<file path="config.mk">
export PLATFORM = sky130hd
export DESIGN_NAME = bounded_lifo_stack_with_bursts
export DESIGN_NICKNAME = d
export VERILOG_FILES = /design/src/rtl/blsb_pkg.sv /design/src/rtl/blsb_ram.sv /design/src/rtl/blsb_ctrl.sv /design/src/rtl/bounded_lifo_stack_with_bursts.sv
export SDC_FILE = /design/constraint.sdc
export NUM_CORES = 1
export LEC_CHECK = 0
export BUFFER_PORTS_ARGS = -buffer_cell sky130_fd_sc_hd__buf_4
export CAP_MARGIN = 20
export CORE_MARGIN = 5
export CORE_UTILIZATION = 33
export DETAILED_ROUTE_END_ITERATION = 10
export PLACE_DENSITY = 0.47
export SLEW_MARGIN = 25
export SYNTH_ARGS = -nofsm -noshare
export SYNTH_HDL_FRONTEND = slang
export SYNTH_SLANG_ARGS = --single-unit
</file>
<file path="constraint.sdc">
create_clock -name clk -period 4.85 [get_ports clk]
set_input_delay 0.485 -clock clk [delete_from_list [all_inputs] [get_ports clk]]
set_output_delay 0.485 -clock clk [all_outputs]
set_load 0.01 [all_outputs]
</file>
<file path="src/rtl/blsb_pkg.sv">
// shared types and constants of the bounded lifo stack
`timescale 1ns / 1ps
package blsb_pkg;

  localparam int DEPTH_DEFAULT  = 32;
  localparam int WIDTH_DEFAULT  = 32;
  localparam int CNT_W          = 6;
  localparam int DATA_W         = 32;
  localparam logic [CNT_W-1:0] CAPACITY_RESET = 6'd20;

  typedef enum logic [1:0] {
    ACT_PUSH = 2'd0,
    ACT_POP  = 2'd1,
    ACT_PEEK = 2'd2,
    ACT_NONE = 2'd3
  } action_t;

  typedef enum logic [1:0] {
    ST_OK        = 2'd0,
    ST_OVERFLOW  = 2'd1,
    ST_UNDERFLOW = 2'd2
  } status_t;

  // load request from the control into the output register
  typedef struct packed {
    logic             load;
    status_t          status;
    logic             from_ram;
    logic [CNT_W-1:0] occupancy;
    logic             is_empty;
    logic             last;
  } res_t;

endpackage

</file>
<file path="src/rtl/blsb_ram.sv">
// generic single write, single read ram with registered read data
`timescale 1ns / 1ps
module blsb_ram #(
  parameter int WIDTH = 32,
  parameter int DEPTH = 32
) (
  input  logic                     clk,
  input  logic                     we,
  input  logic [$clog2(DEPTH)-1:0] waddr,
  input  logic [WIDTH-1:0]         wdata,
  input  logic                     re,
  input  logic [$clog2(DEPTH)-1:0] raddr,
  output logic [WIDTH-1:0]         rdata
);

  logic [WIDTH-1:0] mem [DEPTH];

  always_ff @(posedge clk) begin
    if (we) begin
      mem[waddr] <= wdata;
    end
    if (re) begin
      rdata <= mem[raddr];
    end
  end

endmodule

</file>
<file path="src/rtl/blsb_ctrl.sv">
// stack control: fill level, burst tracking, ram addressing and result sequencing
`timescale 1ns / 1ps
module blsb_ctrl #(
  parameter int DEPTH = blsb_pkg::DEPTH_DEFAULT,
  parameter int WIDTH = blsb_pkg::WIDTH_DEFAULT
) (
  input  logic                            clk,
  input  logic                            rst,
  input  logic                            cfg_wen,
  input  logic [blsb_pkg::CNT_W-1:0]      cfg_wdata,
  input  logic                            in_valid,
  output logic                            in_ready,
  input  blsb_pkg::action_t               action,
  input  logic [blsb_pkg::CNT_W-1:0]      count,
  input  logic [blsb_pkg::DATA_W-1:0]     data,
  input  logic                            out_free,
  output blsb_pkg::res_t                  res,
  output logic                            ram_we,
  output logic [$clog2(DEPTH)-1:0]        ram_waddr,
  output logic [WIDTH-1:0]                ram_wdata,
  output logic                            ram_re,
  output logic [$clog2(DEPTH)-1:0]        ram_raddr
);

  localparam int ADDR_W = $clog2(DEPTH);
  localparam int FILL_W = $clog2(DEPTH + 1);
  localparam int SUM_W  = ((FILL_W > blsb_pkg::CNT_W) ? FILL_W : blsb_pkg::CNT_W) + 1;

  typedef enum logic {
    S_IDLE,
    S_BURST
  } state_t;

  state_t                     state;
  logic [FILL_W-1:0]          fill;
  logic [blsb_pkg::CNT_W-1:0] burst_left;
  logic                       burst_rej;
  logic [blsb_pkg::CNT_W-1:0] capacity;
  logic [blsb_pkg::CNT_W-1:0] remaining;
  logic [ADDR_W-1:0]          rd_addr;
  logic                       pending;
  logic                       pend_last;

  logic                       acc;
  logic [SUM_W-1:0]           eff_cap;
  logic [blsb_pkg::CNT_W-1:0] n;
  logic                       new_burst;
  logic                       rej;
  logic                       push_ok;
  logic [FILL_W-1:0]          fill_inc;
  logic [SUM_W-1:0]           base;
  logic                       underflow;
  logic                       cnt_zero;
  logic [FILL_W-1:0]          fill_after;
  logic                       load_burst;
  logic                       issue;

  assign in_ready  = (state == S_IDLE) && out_free;
  assign acc       = in_valid && in_ready;

  assign eff_cap   = (SUM_W'(capacity) > SUM_W'(DEPTH)) ? SUM_W'(DEPTH) : SUM_W'(capacity);
  assign cnt_zero  = (count == '0);
  assign n         = cnt_zero ? blsb_pkg::CNT_W'(1) : count;
  assign new_burst = (burst_left == '0);
  assign rej       = new_burst ? ((SUM_W'(fill) + SUM_W'(n)) > eff_cap) : burst_rej;
  assign push_ok   = !rej && (fill < FILL_W'(DEPTH));
  assign fill_inc  = FILL_W'(fill + 1'b1);
  assign underflow = SUM_W'(count) > SUM_W'(fill);
  assign base      = SUM_W'(fill) - SUM_W'(count);

  // burst reads: rdata holds while a fetched element waits for the output register
  assign load_burst = (state == S_BURST) && pending && out_free;
  assign issue      = (state == S_BURST) && (remaining != '0) && (!pending || out_free);

  assign ram_we    = acc && (action == blsb_pkg::ACT_PUSH) && push_ok;
  assign ram_waddr = fill[ADDR_W-1:0];
  assign ram_wdata = WIDTH'(data);
  assign ram_re    = issue;
  assign ram_raddr = rd_addr;

  always_comb begin
    res        = '0;
    fill_after = fill;
    if (state == S_BURST) begin
      res.load      = load_burst;
      res.status    = blsb_pkg::ST_OK;
      res.from_ram  = 1'b1;
      res.occupancy = blsb_pkg::CNT_W'(fill);
      res.is_empty  = (fill == '0);
      res.last      = pend_last;
    end else begin
      res.last = 1'b1;
      unique case (action)
        blsb_pkg::ACT_PUSH: begin
          res.load   = acc;
          res.status = push_ok ? blsb_pkg::ST_OK : blsb_pkg::ST_OVERFLOW;
          if (push_ok) begin
            fill_after = fill_inc;
          end
        end
        blsb_pkg::ACT_POP, blsb_pkg::ACT_PEEK: begin
          res.load = acc && (cnt_zero || underflow);
          if (underflow) begin
            res.status = blsb_pkg::ST_UNDERFLOW;
          end else if (action == blsb_pkg::ACT_POP) begin
            fill_after = FILL_W'(base);
          end
        end
        blsb_pkg::ACT_NONE: begin
          res.load = 1'b0;
        end
        default: begin
          res.load = 1'b0;
        end
      endcase
      res.occupancy = blsb_pkg::CNT_W'(fill_after);
      res.is_empty  = (fill_after == '0);
    end
  end

  always_ff @(posedge clk) begin
    if (rst) begin
      state      <= S_IDLE;
      fill       <= '0;
      burst_left <= '0;
      burst_rej  <= 1'b0;
      capacity   <= blsb_pkg::CAPACITY_RESET;
      remaining  <= '0;
      pending    <= 1'b0;
      pend_last  <= 1'b0;
      rd_addr    <= '0;
    end else begin
      if (cfg_wen) begin
        capacity <= cfg_wdata;
      end
      unique case (state)
        S_IDLE: begin
          if (acc) begin
            if (action == blsb_pkg::ACT_PUSH) begin
              burst_left <= new_burst ? blsb_pkg::CNT_W'(n - 1'b1)
                                      : blsb_pkg::CNT_W'(burst_left - 1'b1);
              burst_rej  <= rej;
              fill       <= fill_after;
            end else if (action != blsb_pkg::ACT_NONE) begin
              burst_left <= '0;
              burst_rej  <= 1'b0;
              fill       <= fill_after;
              if (!cnt_zero && !underflow) begin
                state     <= S_BURST;
                remaining <= count;
                rd_addr   <= base[ADDR_W-1:0];
              end
            end
          end
        end
        S_BURST: begin
          if (issue) begin
            remaining <= blsb_pkg::CNT_W'(remaining - 1'b1);
            rd_addr   <= ADDR_W'(rd_addr + 1'b1);
            pend_last <= (remaining == blsb_pkg::CNT_W'(1));
            pending   <= 1'b1;
          end else if (load_burst) begin
            pending <= 1'b0;
          end
          if ((remaining == '0) && (!pending || load_burst)) begin
            state <= S_IDLE;
          end
        end
        default: state <= S_IDLE;
      endcase
    end
  end

  a_fill_bound: assert property (@(posedge clk) disable iff (rst)
    fill <= FILL_W'(DEPTH))
    else $error("fill level beyond depth");

  a_no_write_in_burst: assert property (@(posedge clk) disable iff (rst)
    (state == S_BURST) |-> !ram_we)
    else $error("ram write while a read burst runs");

  a_issue_fills: assert property (@(posedge clk) disable iff (rst)
    issue |=> pending)
    else $error("issued read not marked pending");

  a_last_ends: assert property (@(posedge clk) disable iff (rst)
    (load_burst && pend_last) |-> (remaining == '0))
    else $error("last element sent with reads outstanding");

endmodule

</file>
<file path="src/rtl/bounded_lifo_stack_with_bursts.sv">
// top level of the bounded lifo stack with burst push, pop and peek
`timescale 1ns / 1ps
// Bounded LIFO stack held in one synchronous RAM. A push request gives one
// result; a burst is checked against free space on its first request. Pop
// and peek of zero elements and an underflow also give one result each. A pop
// or peek of n elements returns them deepest first, one per cycle while the
// output is not stalled, and holds off requests until the stream ends; the
// request sets up the read address, and the RAM read is registered ahead of
// the stream. A result waiting in the output register holds off new requests;
// a request is taken in the cycle that result leaves, and backpressure on the
// output stalls the RAM read stream without loss. Action code 3 is taken and
// ignored. The capacity register (reset 20) is written through cfg_wen and
// cfg_wdata; the user must write it while the block is idle (not enforced).
module bounded_lifo_stack_with_bursts #(
  parameter int DEPTH = blsb_pkg::DEPTH_DEFAULT,
  parameter int WIDTH = blsb_pkg::WIDTH_DEFAULT
) (
  input  logic        clk,
  input  logic        rst,
  input  logic        cfg_wen,
  input  logic [5:0]  cfg_wdata,
  input  logic        s_tvalid,
  output logic        s_tready,
  input  logic [39:0] s_tdata,  // count[5:0], data[37:6], zero pad [39:38]
  input  logic [1:0]  s_tuser,  // action[1:0]
  output logic        m_tvalid,
  input  logic        m_tready,
  output logic [39:0] m_tdata,  // data_out[31:0], occupancy[37:32], is_empty[38], pad[39]
  output logic [1:0]  m_tuser,  // status[1:0]
  output logic        m_tlast
);

  localparam int ADDR_W = $clog2(DEPTH);

  blsb_pkg::res_t     res;
  logic               out_free;
  logic               ram_we;
  logic               ram_re;
  logic [ADDR_W-1:0]  ram_waddr;
  logic [ADDR_W-1:0]  ram_raddr;
  logic [WIDTH-1:0]   ram_wdata;
  logic [WIDTH-1:0]   ram_rdata;

  logic [blsb_pkg::DATA_W-1:0] out_data;
  logic [blsb_pkg::CNT_W-1:0]  out_occ;
  logic                        out_empty;
  blsb_pkg::status_t           out_status;
  logic                        out_last;

  assign out_free = !m_tvalid || m_tready;

  blsb_ctrl #(
    .DEPTH (DEPTH),
    .WIDTH (WIDTH)
  ) u_ctrl (
    .clk       (clk),
    .rst       (rst),
    .cfg_wen   (cfg_wen),
    .cfg_wdata (cfg_wdata),
    .in_valid  (s_tvalid),
    .in_ready  (s_tready),
    .action    (blsb_pkg::action_t'(s_tuser)),
    .count     (s_tdata[5:0]),
    .data      (s_tdata[37:6]),
    .out_free  (out_free),
    .res       (res),
    .ram_we    (ram_we),
    .ram_waddr (ram_waddr),
    .ram_wdata (ram_wdata),
    .ram_re    (ram_re),
    .ram_raddr (ram_raddr)
  );

  blsb_ram #(
    .WIDTH (WIDTH),
    .DEPTH (DEPTH)
  ) u_ram (
    .clk   (clk),
    .we    (ram_we),
    .waddr (ram_waddr),
    .wdata (ram_wdata),
    .re    (ram_re),
    .raddr (ram_raddr),
    .rdata (ram_rdata)
  );

  // output register
  always_ff @(posedge clk) begin
    if (rst) begin
      m_tvalid <= 1'b0;
    end else if (res.load) begin
      m_tvalid <= 1'b1;
    end else if (m_tready) begin
      m_tvalid <= 1'b0;
    end
  end

  always_ff @(posedge clk) begin
    if (res.load) begin
      out_data   <= res.from_ram ? blsb_pkg::DATA_W'(ram_rdata) : '0;
      out_occ    <= res.occupancy;
      out_empty  <= res.is_empty;
      out_status <= res.status;
      out_last   <= res.last;
    end
  end

  assign m_tdata = {1'b0, out_empty, out_occ, out_data};
  assign m_tuser = out_status;
  assign m_tlast = out_last;

endmodule
</file>
==> load_flow_metrics.sql <==
INSERT INTO impl_metrics (metric_group, metric, value, unit) VALUES
('timing', 'report.final.hold_viol_count', '0', ''),
('synth', 'synth_compound_area_share', '1.995', '%'),
('clock_network', 'cts_resized', '0', ''),
('power_and_ir_drop', 'p_int', '16.81', 'mW'),
('power_and_ir_drop', 'seq_power_share', '51.1', '%'),
('critical_path', 'ff2ff_path_depth', '16', ''),
('timing', 'timing.hold.ws', '81.94', 'ps'),
('power_and_ir_drop', 'finalPower', '21.21', 'mW'),
('timing', 'skew', '21.73', 'ps'),
('critical_path', 'worst_ep_required_time', '5250', 'ps'),
('routing', 'route.antenna.remaining_nets', '0', ''),
('die', 'design.die.area', '141400', 'sq um'),
('placed_design', 'gp_congestion', '0.7877', ''),
('die', 'die-height', '376.1', 'um'),
('placed_design', 'dp.final_hpwl', '68360', 'um'),
('global_route', 'first_global_vias', '21892', ''),
('job', 'max_cap_violations', '0', ''),
('global_route', 'globalRouteOverflowTotal', '0', ''),
('timing', 'rsz0062_at_grt', 'false', ''),
('placed_design', 'placed_cells_incl_taps', '3865', ''),
('synth', 'yosysTopAreaCell', 'sky130_fd_sc_hd__edfxtp_1', ''),
('synth', 'postSynthRegisterBits', '1132', ''),
('routing', 'num_vias', '21021', ''),
('timing', 'maxSlewHeadroom', '34.74', '%'),
('synth', 'yosys.area_share.adder', '0.9111', '%'),
('routing', 'vias_per_cell', '5.125', ''),
('power_and_ir_drop', 'total_leakage_power', '16.16', 'nW'),
('synth', 'yosys.area.top_type_share', '74.56', '%'),
('timing', 'finalWorstPathRequiredPeriod', '4269', 'ps'),
('power_and_ir_drop', 'net-switching-power', '4.396', 'mW'),
('clock_network', 'cts_num_sinks', '1132', ''),
('clock_network', 'ctsHtreeMaxLevel', '3', ''),
('clock_network', 'clk_pin_slew_worst_paths', '60', 'ps'),
('power_and_ir_drop', 'power.ir.vdd_worst', '0.3025', 'mV'),
('cells_and_area', 'nNetsFinal', '2310', ''),
('synth', 'yosysWarnings', '0', ''),
('critical_path', 'timing.reg2reg.setup_slack', '580', 'ps'),
('synth', 'most_common_cell_in_the_netlist', 'sky130_fd_sc_hd__edfxtp_1', ''),
('timing', 'worst_slew_pin_slew', '976.8', 'ps'),
('critical_path', 'timing.critical_path.to_type', 'flop', ''),
('synth', 'synth_commonest_cells', 'sky130_fd_sc_hd__edfxtp_1, sky130_fd_sc_hd__mux4_2, sky130_fd_sc_hd__nor2_1', ''),
('routing', 'finalWirelength', '111900', 'um'),
('cells_and_area', 'final_layout_size_suffix_gt1_share', '33.69', '%'),
('cells_and_area', 'layout.cells.non_filler', '4102', ''),
('clock_network', 'cts_tree', 'done', ''),
('global_route', 'initial_antenna_violation_count', '5', ''),
('synth', 'seq_area_frac_synth', '76.10', '%'),
('die', 'floorplan.die.width', '376.1', 'um'),
('critical_path', 'cp-start-kind', 'flop', ''),
('synth', 'yosys_cell_types', '71', ''),
('synth', 'async_reset_ff_share', '0', '%'),
('clock_network', 'cts_setup_buffers', '0', ''),
('clock_network', 'clock_tree.root_cell', 'sky130_fd_sc_hd__clkbuf_16', ''),
('cells_and_area', 'final_core_util', '39.69', '%'),
('timing', 'finalCritPeriodShare', '88.02', '%'),
('global_route', 'grt_first_pass_wirelength', '161100', 'um'),
('synth', 'syn-num-nets', '2090', ''),
('timing', 'timing_max_transition_violations_final', '0', ''),
('critical_path', 'critPathMaxFanout', '17', ''),
('synth', 'synthesis.instances', '2006', ''),
('timing', 'upper_clock_frequency_limit', '234.3', 'MHz'),
('routing', 'first_iter_violations', '1924', ''),
('synth', 'synth_area_per_cell', '22.04', 'sq um'),
('synth', 'synth_enable_flop_cells', '1098', ''),
('cells_and_area', 'syn2layout_area_growth', '19.64', '%'),
('critical_path', 'worst-endpoint-arrival', '4670', 'ps'),
('outcome', 'run_status', 'complete, no violations', ''),
('synth', 'combinational_family_with_the_most_area_after_synthesis', 'multiplexers', ''),
('synth', 'synth-main-ff-cell', 'sky130_fd_sc_hd__edfxtp_1', ''),
('min_path', 'holdCritPathClass', 'in2reg', ''),
('routing', 'first_pass_iters', '5', '');
## flip-flops by register name, summed over array words and instances, names as in the netlist
name and cells:
m_tlast 1, m_tuser 2, m_tvalid 1, out_data 32, out_empty 1, out_occ 6, u_ctrl.burst_left 6, u_ctrl.burst_rej 1
u_ctrl.capacity 6, u_ctrl.fill 6, u_ctrl.pend_last 1, u_ctrl.pending 1, u_ctrl.ram_raddr 5, u_ctrl.remaining 6, u_ctrl.state 1, u_ram.mem 1024
u_ram.rdata 32
## metal layers
layer	share of wire [%]	routed length (um)	GRT usage, %	vias up
met4	1.6	1842	3.711	2
met3	6.6	7404	3.571	133
met5	0.012	13	0	-
met2	46	51650	24.11	594
met1	46	50960	23.16	11406
li1	-	-	-	8886
## cell usage in the layout, fill, tap and decap left out, types with 4 or more instances in the layout
cell type / n
sky130_fd_sc_hd__nand2_1: 48
sky130_fd_sc_hd__clkinv_1: 32
sky130_fd_sc_hd__bufinv_16: 19
sky130_fd_sc_hd__nand3_1: 13
sky130_fd_sc_hd__and2_1: 33
sky130_fd_sc_hd__dlygate4sd3_1: 7
sky130_fd_sc_hd__a21oi_1: 31
sky130_fd_sc_hd__clkbuf_1: 18
sky130_fd_sc_hd__mux4_2: 320
sky130_fd_sc_hd__mux2i_1: 8
sky130_fd_sc_hd__buf_12: 76
sky130_fd_sc_hd__dfxtp_4: 5
sky130_fd_sc_hd__a32oi_1: 4
sky130_fd_sc_hd__dfxtp_1: 28
sky130_fd_sc_hd__buf_4: 121
sky130_fd_sc_hd__o21ai_0: 23
sky130_fd_sc_hd__nor2_1: 46
sky130_fd_sc_hd__inv_1: 24
sky130_fd_sc_hd__nor3_1: 14
sky130_fd_sc_hd__a211oi_1: 13
sky130_fd_sc_hd__nor4_1: 4
sky130_fd_sc_hd__edfxtp_1: 1098
sky130_fd_sc_hd__clkinv_2: 22
sky130_fd_sc_hd__mux2_2: 33
sky130_fd_sc_hd__a21o_1: 6
sky130_fd_sc_hd__clkinvlp_4: 7
sky130_fd_sc_hd__nor2b_1: 6
sky130_fd_sc_hd__clkbuf_16: 124
sky130_fd_sc_hd__nor2_4: 32
sky130_fd_sc_hd__ha_1: 29
sky130_fd_sc_hd__inv_6: 4
sky130_fd_sc_hd__nand2b_1: 5
## kinds of logic after synthesis
| kind of cell | count (synthesis) |
|---|---|
| simple gates | 220 |
| flops | 1132 |
| buf+inv | 131 |
| compound gates | 123 |
| mux | 362 |
| fa+ha+maj | 31 |
| other cells | 1 |
| xor+xnor | 6 |
## worst max-delay path, stage by stage, from the launching register on
cell and delay, ps:
sky130_fd_sc_hd__dfxtp_1 330, sky130_fd_sc_hd__ha_1 230, sky130_fd_sc_hd__fa_1 430, sky130_fd_sc_hd__a21oi_1 200, sky130_fd_sc_hd__o21ai_0 120, sky130_fd_sc_hd__xnor2_1 140
sky130_fd_sc_hd__ha_1 300, sky130_fd_sc_hd__a21o_1 160, sky130_fd_sc_hd__a211oi_1 380, sky130_fd_sc_hd__a211oi_2 150, sky130_fd_sc_hd__nor3_2 230, sky130_fd_sc_hd__nand2_1 100
sky130_fd_sc_hd__nor2_1 350, sky130_fd_sc_hd__nand2_1 120, sky130_fd_sc_hd__buf_4 230, sky130_fd_sc_hd__nor2_4 200, sky130_fd_sc_hd__buf_12 230
## repair_timing
item | 4_1_cts | 5_1_grt
hold endpoints to repair | 6 | 0
setup endpoints to repair | 0 | 0
hold buffers | 7 | 0
## how the worst max path moves through the flow
stage / to / slack [ps] / cells past startpoint / from
finish: u_ram.mem[25][18] / 580 / 16 / u_ctrl.fill[0]
global route: u_ram.mem[20][21] / 320 / 16 / u_ctrl.fill[0]
CTS: u_ram.mem[21][21] / 620 / 16 / u_ctrl.fill[0]
detailed placement: u_ram.mem[14][7] / 140 / 19 / s_tdata[2]
global placement: u_ram.mem[9][7] / 90 / 19 / s_tdata[2]
floorplan: u_ram.mem[12][0] / -450 / 16 / s_tdata[2]
## area by class of cell
type	count	area, sq um
Inverter	25	93.84
Timing Repair Buffer	204	2500
Clock inverter	87	927.1
Tap cell	1768	2212
Sequential cell	1132	33670
Antenna cell	1	2.502
Fill cell	11741	80380
Clock buffer	142	3171
Multi-Input combinational cell	743	10330
## power groups by stage
stage          combinational (mW)  sequential (mW)  clock, mW
2_1_floorplan               0.464             11.0          0
3_3_place_gp                0.927             11.0          0
3_5_place_dp                0.944             11.0          0
4_1_cts                     0.952             10.8       9.71
5_1_grt                      1.01             10.8       10.1
6_report                    0.931             10.8       9.44
## metrics by stage
stage	setup WS, ps	cell area (sq um)	setup TNS (ps)
6_report	581.1	52910	0
4_1_cts	620.6	52910	0
3_5_place_dp	144.4	48740	0
2_1_floorplan	-451.4	44220	-457090
5_1_grt	323.6	52910	0
3_3_place_gp	92.43	48740	0
Note: power is estimated with default switching activity, not from simulation.
